$ cat src/rtl/core/brcp_pkg.sv
// ----------------------------------------------------------------------------
// brcp_pkg: shared types and constants of the balance robot cascade PID
// Fixed-point formats, loop limits, field and MAC widths and the register map.
// ----------------------------------------------------------------------------
`timescale 1ns / 1ps
`default_nettype none

package brcp_pkg;

   // fixed point
   localparam int GAIN_FRAC_BITS  = 8;
   localparam int ANGLE_FRAC_BITS = 8;

   // loop limits
   localparam int SPEED_MAX       = 4;
   localparam int TURN_MAX        = 250;
   localparam int INTEG_MAX       = 10000;
   localparam int OVERDRIVE_LEVEL = 6000;
   localparam int OVERDRIVE_TICKS = 20;
   localparam int MOTOR_MAX       = 7200;

   // field widths
   localparam int COUNT_W   = 16;
   localparam int ANGLE_W   = 17;
   localparam int RATE_W    = 16;
   localparam int GAIN_W    = 16;
   localparam int LIMIT_W   = 13;
   localparam int MOTOR_W   = 14;
   localparam int SPEED_W   = 4;
   localparam int TURN_W    = 10;
   localparam int ERR_W     = 18;
   localparam int FE_W      = 18;
   localparam int INTEG_W   = 15;
   localparam int ODCNT_W   = 5;
   localparam int DIFF_W    = 18;
   localparam int FSUM_W    = 20;
   localparam int FMAG_W    = 19;

   // shared multiply-accumulate unit
   localparam int MUL_A_W = 21;
   localparam int MUL_B_W = 32;
   localparam int PROD_W  = MUL_A_W + MUL_B_W;
   localparam int ACC_W   = 50;
   localparam int SUM_W   = ACC_W + 1;

   // x / 5 = (x * RECIP_FIVE) >> RECIP_SHIFT, exact for x below 2^21 / 3
   localparam int RECIP_FIVE  = 419431;
   localparam int RECIP_SHIFT = 21;

   // register map
   localparam int CSR_IDX_W  = 3;
   localparam int CSR_DATA_W = 17;

   typedef enum logic [CSR_IDX_W-1:0] {
      CSR_BALANCE_ANGLE = 3'd0,
      CSR_BALANCE_KP    = 3'd1,
      CSR_BALANCE_KD    = 3'd2,
      CSR_SPEED_KP      = 3'd3,
      CSR_SPEED_KI      = 3'd4,
      CSR_STEER_KP      = 3'd5,
      CSR_DRIVE_LIMIT   = 3'd6
   } csr_index_type;

   typedef struct packed {
      logic en;      // update accumulator
      logic load;    // start from base instead of accumulator
      logic sub;     // subtract product
      logic shift;   // product scaled by the angle fraction
   } mac_ctrl_type;

endpackage

`default_nettype wire

$ cat src/rtl/core/brcp_mac.sv
// ----------------------------------------------------------------------------
// brcp_mac: shared signed multiply-accumulate unit
// One product per cycle, added to or subtracted from the accumulator or a base.
// ----------------------------------------------------------------------------
`timescale 1ns / 1ps
`default_nettype none

module brcp_mac (
   input  logic                                 clock,
   input  brcp_pkg::mac_ctrl_type               ctrl,
   input  logic signed [brcp_pkg::ACC_W-1:0]    base,
   input  logic signed [brcp_pkg::MUL_A_W-1:0]  op_a,
   input  logic signed [brcp_pkg::MUL_B_W-1:0]  op_b,
   output logic signed [brcp_pkg::ACC_W-1:0]    acc
);
   import brcp_pkg::*;

   logic signed [PROD_W-1:0] prod;
   logic signed [ACC_W-1:0]  term;
   logic signed [ACC_W-1:0]  start;
   logic signed [ACC_W-1:0]  acc_ff;
   logic signed [ACC_W-1:0]  acc_in;

   assign prod = op_a * op_b;

   always_comb begin
      term = prod[ACC_W-1:0];
      if (ctrl.shift) begin
         term = term <<< ANGLE_FRAC_BITS;
      end
      start  = ctrl.load ? base : acc_ff;
      acc_in = acc_ff;
      if (ctrl.en) begin
         acc_in = ctrl.sub ? (start - term) : (start + term);
      end
   end

   always_ff @(posedge clock) begin
      acc_ff <= acc_in;
   end

   assign acc = acc_ff;

endmodule

`default_nettype wire

$ cat src/rtl/core/balance_robot_cascade_pid_top.sv
// ----------------------------------------------------------------------------
// balance_robot_cascade_pid_top: cascaded balance / velocity / steering control
// One item at a time: req_stall is high from acceptance until the result is
// loaded, while the sequencer steps the one shared multiply-accumulate unit
// through seven products and four rescales.
// Reset (synchronous): registers and loop state to defaults, no item held.
// ----------------------------------------------------------------------------
`timescale 1ns / 1ps
`default_nettype none

module balance_robot_cascade_pid_top (
   input  logic                                   clock,
   input  logic                                   reset,
   // input items
   input  logic                                   req_valid,
   output logic                                   req_stall,
   input  logic signed [brcp_pkg::COUNT_W-1:0]    req_wheel_count_left,
   input  logic signed [brcp_pkg::COUNT_W-1:0]    req_wheel_count_right,
   input  logic signed [brcp_pkg::ANGLE_W-1:0]    req_pitch_angle,
   input  logic signed [brcp_pkg::RATE_W-1:0]     req_pitch_rate,
   input  logic signed [brcp_pkg::RATE_W-1:0]     req_yaw_rate,
   input  logic                                   req_btn_forward,
   input  logic                                   req_btn_backward,
   input  logic                                   req_btn_left,
   input  logic                                   req_btn_right,
   input  logic                                   req_clear_integral,
   // result items
   output logic                                   rsp_valid,
   input  logic                                   rsp_stall,
   output logic signed [brcp_pkg::MOTOR_W-1:0]    rsp_motor_left,
   output logic signed [brcp_pkg::MOTOR_W-1:0]    rsp_motor_right,
   output logic                                   rsp_overdrive_fault,
   // register writes
   input  logic                                   csr_valid,
   output logic                                   csr_ready,
   input  logic [brcp_pkg::CSR_IDX_W-1:0]         csr_index,
   input  logic [brcp_pkg::CSR_DATA_W-1:0]        csr_data
);
   import brcp_pkg::*;

   typedef enum logic [15:0] {
      ST_IDLE  = 16'b0000_0000_0000_0001,
      ST_FSUM  = 16'b0000_0000_0000_0010,
      ST_FMUL  = 16'b0000_0000_0000_0100,
      ST_FUPD  = 16'b0000_0000_0000_1000,
      ST_INTEG = 16'b0000_0000_0001_0000,
      ST_V1    = 16'b0000_0000_0010_0000,
      ST_V2    = 16'b0000_0000_0100_0000,
      ST_VTR   = 16'b0000_0000_1000_0000,
      ST_B1    = 16'b0000_0001_0000_0000,
      ST_B2    = 16'b0000_0010_0000_0000,
      ST_BTR   = 16'b0000_0100_0000_0000,
      ST_P1    = 16'b0000_1000_0000_0000,
      ST_PTR   = 16'b0001_0000_0000_0000,
      ST_T1    = 16'b0010_0000_0000_0000,
      ST_TTR   = 16'b0100_0000_0000_0000,
      ST_OUT   = 16'b1000_0000_0000_0000
   } state_type;

   // divide by 2^k, rounding toward zero
   function automatic logic signed [ACC_W-1:0] trunc_shift(
      input logic signed [ACC_W-1:0] x,
      input int unsigned             k
   );
      logic signed [ACC_W-1:0] bias;
      bias = '0;
      if (x[ACC_W-1]) begin
         bias = (ACC_W'(1) << k) - ACC_W'(1);
      end
      trunc_shift = (x + bias) >>> k;
   endfunction

   state_type state_ff, state_in;

   // configuration
   logic signed [ANGLE_W-1:0] balance_angle_ff;
   logic signed [GAIN_W-1:0]  balance_kp_ff, balance_kd_ff;
   logic signed [GAIN_W-1:0]  speed_kp_ff, speed_ki_ff, steer_kp_ff;
   logic [LIMIT_W-1:0]        drive_limit_ff;

   // loop state
   logic signed [SPEED_W-1:0] speed_target_ff, speed_target_in;
   logic signed [TURN_W-1:0]  turn_target_ff, turn_target_in;
   logic signed [FE_W-1:0]    filt_err_ff, filt_err_in;
   logic signed [INTEG_W-1:0] integ_ff, integ_in;
   logic [ODCNT_W-1:0]        od_count_ff, od_count_in;

   // per-item working registers
   logic signed [ERR_W-1:0]   err_ff, err_in;
   logic signed [DIFF_W-1:0]  diff_ff, diff_in;
   logic signed [RATE_W-1:0]  prate_ff, prate_in;
   logic signed [RATE_W-1:0]  yrate_ff, yrate_in;
   logic                      steady_ff, steady_in;
   logic                      clr_ff, clr_in;
   logic signed [FSUM_W-1:0]  fsum_ff, fsum_in;
   logic signed [MUL_B_W-1:0] vel_ff, vel_in;
   logic signed [MUL_B_W-1:0] vert_ff, vert_in;
   logic signed [MUL_B_W-1:0] turn_ff, turn_in;
   logic signed [ACC_W-1:0]   pwm_ff, pwm_in;

   // result register
   logic                      rsp_valid_ff, rsp_valid_in;
   logic signed [MOTOR_W-1:0] motor_left_ff, motor_left_in;
   logic signed [MOTOR_W-1:0] motor_right_ff, motor_right_in;
   logic                      fault_ff, fault_in;

   // MAC interface
   mac_ctrl_type              mac_ctrl;
   logic signed [ACC_W-1:0]   mac_base;
   logic signed [MUL_A_W-1:0] mac_a;
   logic signed [MUL_B_W-1:0] mac_b;
   logic signed [ACC_W-1:0]   mac_acc;

   // combinational helpers
   logic                      accept;
   logic                      out_free;
   logic signed [SPEED_W:0]   st_tmp;
   logic signed [TURN_W:0]    tt_tmp;
   logic signed [FSUM_W-1:0]  fsum_abs;
   logic signed [FE_W-1:0]    fe_mag;
   logic signed [INTEG_W+4-1:0] integ_sum;
   logic signed [SUM_W-1:0]   lim_s, sum_l, sum_r, clip_l, clip_r;
   logic [LIMIT_W-1:0]        lim;
   logic [ODCNT_W-1:0]        od_next;

   assign accept    = req_valid && !req_stall;
   assign req_stall = (state_ff != ST_IDLE);
   assign out_free  = !rsp_valid_ff || !rsp_stall;
   assign csr_ready = 1'b1;

   brcp_mac u_mac (
      .clock (clock),
      .ctrl  (mac_ctrl),
      .base  (mac_base),
      .op_a  (mac_a),
      .op_b  (mac_b),
      .acc   (mac_acc)
   );

   // sequencer and MAC operand selection
   always_comb begin
      state_in = state_ff;
      mac_ctrl = '0;
      mac_base = '0;
      mac_a    = '0;
      mac_b    = '0;
      fsum_abs = fsum_ff[FSUM_W-1] ? -fsum_ff : fsum_ff;
      case (state_ff)
         ST_IDLE: begin
            if (accept) state_in = ST_FSUM;
         end
         ST_FSUM: state_in = ST_FMUL;
         ST_FMUL: begin
            mac_ctrl = '{en: 1'b1, load: 1'b1, sub: 1'b0, shift: 1'b0};
            mac_a    = MUL_A_W'(RECIP_FIVE);
            mac_b    = MUL_B_W'(fsum_abs[FMAG_W-1:0]);
            state_in = ST_FUPD;
         end
         ST_FUPD:  state_in = ST_INTEG;
         ST_INTEG: state_in = ST_V1;
         ST_V1: begin
            mac_ctrl = '{en: 1'b1, load: 1'b1, sub: 1'b0, shift: 1'b0};
            mac_a    = MUL_A_W'(speed_kp_ff);
            mac_b    = MUL_B_W'(filt_err_ff);
            state_in = ST_V2;
         end
         ST_V2: begin
            mac_ctrl = '{en: 1'b1, load: 1'b0, sub: 1'b0, shift: 1'b0};
            mac_a    = MUL_A_W'(speed_ki_ff);
            mac_b    = MUL_B_W'(integ_ff);
            state_in = ST_VTR;
         end
         ST_VTR: state_in = ST_B1;
         ST_B1: begin
            mac_ctrl = '{en: 1'b1, load: 1'b1, sub: 1'b0, shift: 1'b0};
            mac_a    = MUL_A_W'(balance_kp_ff);
            mac_b    = MUL_B_W'(diff_ff);
            state_in = ST_B2;
         end
         ST_B2: begin
            mac_ctrl = '{en: 1'b1, load: 1'b0, sub: 1'b0, shift: 1'b1};
            mac_a    = MUL_A_W'(balance_kd_ff);
            mac_b    = MUL_B_W'(prate_ff);
            state_in = ST_BTR;
         end
         ST_BTR: state_in = ST_P1;
         ST_P1: begin
            mac_ctrl = '{en: 1'b1, load: 1'b1, sub: 1'b1, shift: 1'b0};
            mac_base = ACC_W'(vert_ff) <<< GAIN_FRAC_BITS;
            mac_a    = MUL_A_W'(balance_kp_ff);
            mac_b    = vel_ff;
            state_in = ST_PTR;
         end
         ST_PTR: state_in = ST_T1;
         ST_T1: begin
            // yaw damping only while no turn button is held
            mac_ctrl = '{en: 1'b1, load: 1'b1, sub: 1'b0, shift: 1'b0};
            mac_base = steady_ff ? (-(ACC_W'(yrate_ff)) <<< GAIN_FRAC_BITS) : '0;
            mac_a    = MUL_A_W'(steer_kp_ff);
            mac_b    = MUL_B_W'(turn_target_ff);
            state_in = ST_TTR;
         end
         ST_TTR: state_in = ST_OUT;
         ST_OUT: begin
            if (out_free) state_in = ST_IDLE;
         end
         default: state_in = ST_IDLE;
      endcase
   end

   // datapath
   always_comb begin
      speed_target_in = speed_target_ff;
      turn_target_in  = turn_target_ff;
      filt_err_in     = filt_err_ff;
      integ_in        = integ_ff;
      od_count_in     = od_count_ff;
      err_in          = err_ff;
      diff_in         = diff_ff;
      prate_in        = prate_ff;
      yrate_in        = yrate_ff;
      steady_in       = steady_ff;
      clr_in          = clr_ff;
      fsum_in         = fsum_ff;
      vel_in          = vel_ff;
      vert_in         = vert_ff;
      turn_in         = turn_ff;
      pwm_in          = pwm_ff;
      rsp_valid_in    = rsp_valid_ff && rsp_stall;
      motor_left_in   = motor_left_ff;
      motor_right_in  = motor_right_ff;
      fault_in        = fault_ff;

      // targets ramp while held, drop to zero when released
      st_tmp = (!req_btn_forward && !req_btn_backward) ? '0 : (SPEED_W + 1)'(speed_target_ff);
      if (req_btn_forward)  st_tmp = st_tmp - (SPEED_W + 1)'(1);
      if (req_btn_backward) st_tmp = st_tmp + (SPEED_W + 1)'(1);
      tt_tmp = (!req_btn_left && !req_btn_right) ? '0 : (TURN_W + 1)'(turn_target_ff);
      if (req_btn_left)  tt_tmp = tt_tmp + (TURN_W + 1)'(1);
      if (req_btn_right) tt_tmp = tt_tmp - (TURN_W + 1)'(1);

      fe_mag    = FE_W'(mac_acc[RECIP_SHIFT +: FE_W]);
      integ_sum = (INTEG_W + 4)'(integ_ff) + (INTEG_W + 4)'(filt_err_ff);

      lim    = (drive_limit_ff > LIMIT_W'(MOTOR_MAX)) ? LIMIT_W'(MOTOR_MAX) : drive_limit_ff;
      lim_s  = SUM_W'(lim);
      sum_l  = SUM_W'(pwm_ff) - SUM_W'(turn_ff);
      sum_r  = SUM_W'(pwm_ff) + SUM_W'(turn_ff);
      clip_l = sum_l;
      if (sum_l > lim_s)       clip_l = lim_s;
      else if (sum_l < -lim_s) clip_l = -lim_s;
      clip_r = sum_r;
      if (sum_r > lim_s)       clip_r = lim_s;
      else if (sum_r < -lim_s) clip_r = -lim_s;
      od_next = od_count_ff + ODCNT_W'(1);

      case (state_ff)
         ST_IDLE: begin
            if (accept) begin
               if (st_tmp > SPEED_MAX)       speed_target_in = SPEED_W'(SPEED_MAX);
               else if (st_tmp < -SPEED_MAX) speed_target_in = SPEED_W'(-SPEED_MAX);
               else                          speed_target_in = st_tmp[SPEED_W-1:0];
               if (tt_tmp > TURN_MAX)        turn_target_in = TURN_W'(TURN_MAX);
               else if (tt_tmp < -TURN_MAX)  turn_target_in = TURN_W'(-TURN_MAX);
               else                          turn_target_in = tt_tmp[TURN_W-1:0];
               err_in = ERR_W'(req_wheel_count_left) + ERR_W'(req_wheel_count_right)
                        - ERR_W'(speed_target_in);
               diff_in   = DIFF_W'(req_pitch_angle) - DIFF_W'(balance_angle_ff);
               prate_in  = req_pitch_rate;
               yrate_in  = req_yaw_rate;
               steady_in = !req_btn_left && !req_btn_right;
               clr_in    = req_clear_integral;
            end
         end
         ST_FSUM: begin
            fsum_in = (FSUM_W'(err_ff) <<< 1) + FSUM_W'(filt_err_ff)
                      + (FSUM_W'(filt_err_ff) <<< 1);
         end
         ST_FUPD: begin
            filt_err_in = fsum_ff[FSUM_W-1] ? -fe_mag : fe_mag;
         end
         ST_INTEG: begin
            if (clr_ff)                  integ_in = '0;
            else if (integ_sum > INTEG_MAX)  integ_in = INTEG_W'(INTEG_MAX);
            else if (integ_sum < -INTEG_MAX) integ_in = INTEG_W'(-INTEG_MAX);
            else                         integ_in = integ_sum[INTEG_W-1:0];
         end
         ST_VTR: vel_in  = MUL_B_W'(trunc_shift(mac_acc, GAIN_FRAC_BITS));
         ST_BTR: vert_in = MUL_B_W'(trunc_shift(mac_acc, GAIN_FRAC_BITS + ANGLE_FRAC_BITS));
         ST_PTR: pwm_in  = trunc_shift(mac_acc, GAIN_FRAC_BITS);
         ST_TTR: turn_in = MUL_B_W'(trunc_shift(mac_acc, GAIN_FRAC_BITS));
         ST_OUT: begin
            if (out_free) begin
               rsp_valid_in   = 1'b1;
               motor_left_in  = clip_l[MOTOR_W-1:0];
               motor_right_in = clip_r[MOTOR_W-1:0];
               fault_in       = 1'b0;
               if (pwm_ff > OVERDRIVE_LEVEL || pwm_ff < -OVERDRIVE_LEVEL) begin
                  od_count_in = od_next;
                  if (od_next > ODCNT_W'(OVERDRIVE_TICKS)) begin
                     od_count_in = '0;
                     fault_in    = 1'b1;
                  end
               end
            end
         end
         default: begin
         end
      endcase
   end

   // control and loop state
   always_ff @(posedge clock) begin
      if (reset) begin
         state_ff        <= ST_IDLE;
         rsp_valid_ff    <= 1'b0;
         speed_target_ff <= SPEED_W'(3);
         turn_target_ff  <= TURN_W'(120);
         filt_err_ff     <= '0;
         integ_ff        <= '0;
         od_count_ff     <= '0;
      end else begin
         state_ff        <= state_in;
         rsp_valid_ff    <= rsp_valid_in;
         speed_target_ff <= speed_target_in;
         turn_target_ff  <= turn_target_in;
         filt_err_ff     <= filt_err_in;
         integ_ff        <= integ_in;
         od_count_ff     <= od_count_in;
      end
   end

   // configuration registers
   always_ff @(posedge clock) begin
      if (reset) begin
         balance_angle_ff <= ANGLE_W'(-819);
         balance_kp_ff    <= '0;
         balance_kd_ff    <= '0;
         speed_kp_ff      <= '0;
         speed_ki_ff      <= '0;
         steer_kp_ff      <= '0;
         drive_limit_ff   <= LIMIT_W'(7000);
      end else if (csr_valid && csr_ready) begin
         case (csr_index)
            CSR_BALANCE_ANGLE: balance_angle_ff <= csr_data[ANGLE_W-1:0];
            CSR_BALANCE_KP:    balance_kp_ff    <= csr_data[GAIN_W-1:0];
            CSR_BALANCE_KD:    balance_kd_ff    <= csr_data[GAIN_W-1:0];
            CSR_SPEED_KP:      speed_kp_ff      <= csr_data[GAIN_W-1:0];
            CSR_SPEED_KI:      speed_ki_ff      <= csr_data[GAIN_W-1:0];
            CSR_STEER_KP:      steer_kp_ff      <= csr_data[GAIN_W-1:0];
            CSR_DRIVE_LIMIT:   drive_limit_ff   <= csr_data[LIMIT_W-1:0];
            default: begin
            end
         endcase
      end
   end

   // payload registers
   always_ff @(posedge clock) begin
      err_ff         <= err_in;
      diff_ff        <= diff_in;
      prate_ff       <= prate_in;
      yrate_ff       <= yrate_in;
      steady_ff      <= steady_in;
      clr_ff         <= clr_in;
      fsum_ff        <= fsum_in;
      vel_ff         <= vel_in;
      vert_ff        <= vert_in;
      turn_ff        <= turn_in;
      pwm_ff         <= pwm_in;
      motor_left_ff  <= motor_left_in;
      motor_right_ff <= motor_right_in;
      fault_ff       <= fault_in;
   end

   assign rsp_valid           = rsp_valid_ff;
   assign rsp_motor_left      = motor_left_ff;
   assign rsp_motor_right     = motor_right_ff;
   assign rsp_overdrive_fault = fault_ff;

`ifndef SYNTHESIS
   a_integ_range: assert property (@(posedge clock) disable iff (reset)
      integ_ff <= INTEG_MAX && integ_ff >= -INTEG_MAX)
      else $error("velocity integral outside its clamp");

   a_od_range: assert property (@(posedge clock) disable iff (reset)
      od_count_ff <= ODCNT_W'(OVERDRIVE_TICKS))
      else $error("overdrive count passed its limit");

   a_targets: assert property (@(posedge clock) disable iff (reset)
      speed_target_ff <= SPEED_MAX && speed_target_ff >= -SPEED_MAX
      && turn_target_ff <= TURN_MAX && turn_target_ff >= -TURN_MAX)
      else $error("remote target outside its clamp");

   a_result_load: assert property (@(posedge clock) disable iff (reset)
      (state_ff == ST_OUT && out_free) |=> (rsp_valid_ff && state_ff == ST_IDLE))
      else $error("finished item not presented");
`endif

endmodule

`default_nettype wire

$ cat config.mk
export PLATFORM = sky130hd
export DESIGN_NAME = balance_robot_cascade_pid_top
export DESIGN_NICKNAME = d
export VERILOG_FILES = /design/src/rtl/core/brcp_pkg.sv /design/src/rtl/core/brcp_mac.sv /design/src/rtl/core/balance_robot_cascade_pid_top.sv
export SDC_FILE = /design/constraint.sdc
export NUM_CORES = 2
export LEC_CHECK = 0
export BUFFER_PORTS_ARGS = -buffer_cell sky130_fd_sc_hd__buf_2
export CAP_MARGIN = 5
export CORE_UTILIZATION = 55
export CTS_CLUSTER_DIAMETER = 40
export CTS_CLUSTER_SIZE = 25
export DETAILED_ROUTE_END_ITERATION = 16
export GPL_TIMING_DRIVEN = 0
export PLACE_DENSITY_LB_ADDON = 0.15
export RECOVER_POWER = 50
export SYNTH_ARGS = -nofsm -noshare
export SYNTH_HDL_FRONTEND = slang
export SYNTH_SLANG_ARGS = --single-unit
$ cat constraint.sdc
create_clock -name clock -period 29.9 [get_ports clock]
set_input_delay 5.98 -clock clock [delete_from_list [all_inputs] [get_ports clock]]
set_output_delay 5.98 -clock clock [all_outputs]
set_load 0.005 [all_outputs]
==> impl_results.md <==
* Syn. warnings at 0
* Row cnt at 122
* Period Utilization, post-route at 60.38%
* Worst-Skew Late Latency at 0.66 ns
* CP Class: register to register
* Post-CTS sizing at 0
* Initial core utilization at 55.64%
* Total number of vias at 55010
* Complex-gate fraction of the synthesized area at 15.45%
* MaxCap Viol Count at 6
* FMAX at 55.39 MHz
* Global Route Usage Sum at 39.09%
* Total wire length at 222500 um
* Cts bufs inserted at 57
* Fin nets at 8753
* Setup crit start kind: register
* Initial DRC count at 6009
* Status: complete, but fails checks
* Synth Net Count at 8529
* Origin of the critical flop-to-flop path: state_ff[0]$_SDFFE_PP1P_
* Final Critical Period at 18.05 ns
* Final RePlAce weighted congestion at 1.079
* Die height at 337.1 um
* Max Buffers Root-to-Sink at 3
* DR WL/cell at 24.64 um
* Power Dens Cells at 25.57 nW/um^2
* Dpl hpwl at 186900 um
* HP Start: speed_kp_ff[10]$_SDFFE_PP0P_
* Vias/cell at 6.092
* Synth Area in Simple Gates at 17.29%
* Synth Register Bits at 486
* Launch point of the worst path: state_ff[0]$_SDFFE_PP1P_
* I/O Buffers at 139
* CP Data Arrival Time at 18.46 ns
* Slowest CP cell: clkbuf_1
* Worst-Margin Slew at 2.937 ns
* P_leak at 30.70 nW
* Worst slew margin at -96.38%
* Post-synth EDFFs at 307
* Clock Tree Root: clkbuf_16
* Main combinational cell family by area after synthesis: adder cells
* Multiplexer area fraction after synthesis at 0.7012%
* H-tree depth at 2
* Hold Path Cell Cnt at 2
* Hold Fails Final Rpt at 0
* Slowest stage delay, CP at 0.85 ns
* Core Box Area at 111000 um^2
* Asr flop ratio synth at 0%
* Vias in the first global route at 52230
* CTS Sinks at 486
* Unrepaired setup endpoints after global routing: no
* Hold_buf cts at 0
* Failing checks: capacitance limit, slew limit
* Most used flip-flop cell after synthesis: edfxtp_1
* Residual DRC at 0
* Global-route wire length before repair at 328600 um
* Crit path required time at 30.31 ns
* Max VDD drop at 0.06337 mV
* Number of routed nets with antenna violations at 0
* Reg2Reg Setup Slack at 11.85 ns
* Post-Synth Adder-Cell Area at 31.67%
* Syn avg cell area at 8.509 um^2
* CP endpoint kind: register
* Share of cells above drive strength 1 at 4.848%
* Cells after synthesis at 7256
* CTS tree: done
* Die X-Extent at 337.1 um
* Post-synthesis cell area at 61740 um^2
* Seq/Total Area, Yosys at 20.73%
* Setup Fix Bufs, Post-CTS at 0
* Die area at 113600 um^2
* Final Core Density at 60.16%
* Reg2reg end: u_mac.acc[43]$_DFFE_PP_
* HP Class: register to register
* Final global-route overflow total at 0
* Max FO, Critical Path at 11
* Synth-to-Final Area Change at 8.124%
* Initial antenna violation count at 12
* # setup viols final at 0
* Post-Route Skew at 0.03404 ns
* R2R cell count at 54
* Critical Path End: u_mac.acc[43]$_DFFE_PP_
* Ports at 143
* Final Max Tran Viols at 204
* Yosys cell types at 106
* Clock slew at reported path FFs at 0.07 ns
* Initial DRT Pass Iterations at 8
* Synth Area in XOR/XNOR at 5.447%
* Largest net degree at the start of global routing at 52
* Fin Setup TNS at 0 ns
-- worst min-delay path by stage --
| stage | endpoint | slack [ns] |
|---|---|---|
| after floorplan | balance_kp_ff[0]$_SDFFE_PP0P_ | 0.43 |
| after global placement | speed_ki_ff[4]$_SDFFE_PP0P_ | 0.44 |
| after detailed placement | steer_kp_ff[5]$_SDFFE_PP0P_ | 0.45 |
| after CTS | speed_kp_ff[10]$_SDFFE_PP0P_ | 0.46 |
| after global routing | balance_kp_ff[5]$_SDFFE_PP0P_ | 0.47 |
| final | speed_kp_ff[10]$_SDFFE_PP0P_ | 0.46 |
-- synthesized netlist by cell type, types with 148 or more instances --
master	count	share of area, %
fa_1	668	22
xor2_1	153	2.2
ha_1	494	10
nand2_1	972	5.9
xnor2_1	231	3.3
edfxtp_1	307	15
clkbuf_1	257	1.6
a21oi_1	429	3.5
dfxtp_1	179	5.8
inv_1	1105	6.7
o21ai_0	245	2.0
nor2_1	569	3.5
a21o_1	148	1.8
-- power breakdown --
group / switching [mW] / total (mW) / internal (mW)
clock: 0.364 / 0.761 / 0.398
combinational: 0.116 / 0.190 / 0.0740
sequential: 0.0177 / 0.756 / 0.738
total: 0.497 / 1.71 / 1.21
-- worst max-delay path, delay by kind of cell, from the launching register on --
| family | cells | cell delay, ns |
|---|---|---|
| buffers and inverters | 15 | 4.91 |
| adder cells (fa/ha/maj) | 9 | 4.47 |
| AND/OR/NAND/NOR | 14 | 3.93 |
| AO/OA/AOI/OAI | 13 | 2.95 |
| XOR/XNOR | 3 | 1.11 |
| flip-flops | 1 | 0.35 |
-- area by class of cell --
cell class / count / area [um^2]
diodes: 12 / 30.03
plain buffers: 310 / 1225
flip-flops and latches: 486 / 12800
repair buffers: 165 / 894.6
well taps: 1488 / 1862
multi-input cells: 5354 / 43700
fillers: 10060 / 44210
clock buffers: 61 / 1505
clock inverters: 47 / 588.1
inverters: 1106 / 4151
-- registers in the layout, summed over array words and instances (netlist names), 10 cells and up --
signal / flops
diff_ff: 18
vert_ff: 32
integ_ff: 15
speed_kp_ff: 16
steer_kp_ff: 16
balance_angle_ff: 17
rsp_motor_left: 14
u_mac.acc: 50
balance_kd_ff: 16
fsum_ff: 20
drive_limit_ff: 13
pwm_ff: 42
turn_ff: 32
balance_kp_ff: 16
vel_ff: 32
err_ff: 18
yrate_ff: 16
turn_target_ff: 10
prate_ff: 16
state_ff: 16
rsp_motor_right: 14
filt_err_ff: 18
speed_ki_ff: 16
-- cells by family (layout without fill, tap and decap cells) --
group	Yosys count	count (layout)
AO/OA/AOI/OAI	1430	1430
flip-flops	486	486
buffers and inverters	1416	1689
XOR/XNOR	384	384
multiplexers	42	42
other	1	13
AND/OR/NAND/NOR	2335	2335
adder cells (fa/ha/maj)	1162	1162
-- per-stage QoR --
step / std cells / setup WS (ns) / cell area [um^2] / hold WS, ns / total power, mW
after global routing: 9019 / 11.26 / 66730 / 0.4709 / 1.760
final: 9029 / 11.85 / 66760 / 0.4595 / 1.707
after floorplan: 7256 / 17.35 / 61740 / 0.4316 / 0.8935
after detailed placement: 8909 / 12.62 / 64730 / 0.4475 / 0.9575
after global placement: 8883 / 12.69 / 64300 / 0.4414 / 0.9521
after CTS: 9017 / 12.55 / 66820 / 0.4574 / 1.707
-- layer usage --
metal / vias up / GRT usage (%) / share of wire [%] / routed length (um)
met2: 2798 / 58.46 / 43 / 95310
met4: 2 / 18.41 / 5.4 / 12120
met3: 509 / 9.789 / 11 / 23940
met5: - / 0 / 0.0058 / 13
met1: 26900 / 53.00 / 41 / 91110
li1: 24800 / - / - / -
-- cell usage in the layout (no fill, tap or decap), drive strengths merged, types with 35 or more instances in the layout --
cell       n
a21o     148
xnor2    231
and2      81
o21ai    256
xor2     153
edfxtp   307
o21bai    38
and3      47
a21oi    431
nor3     121
ha       494
nand2b    52
nand2    972
a31oi     37
nand4     85
clkbuf   333
nor2b     61
a211oi    70
o21a      55
mux2i     35
buf      203
inv     1132
or3       49
nor4      68
dfxtp    179
nand3    121
fa       668
nor2     569
Power figures use the tool's default switching activity.
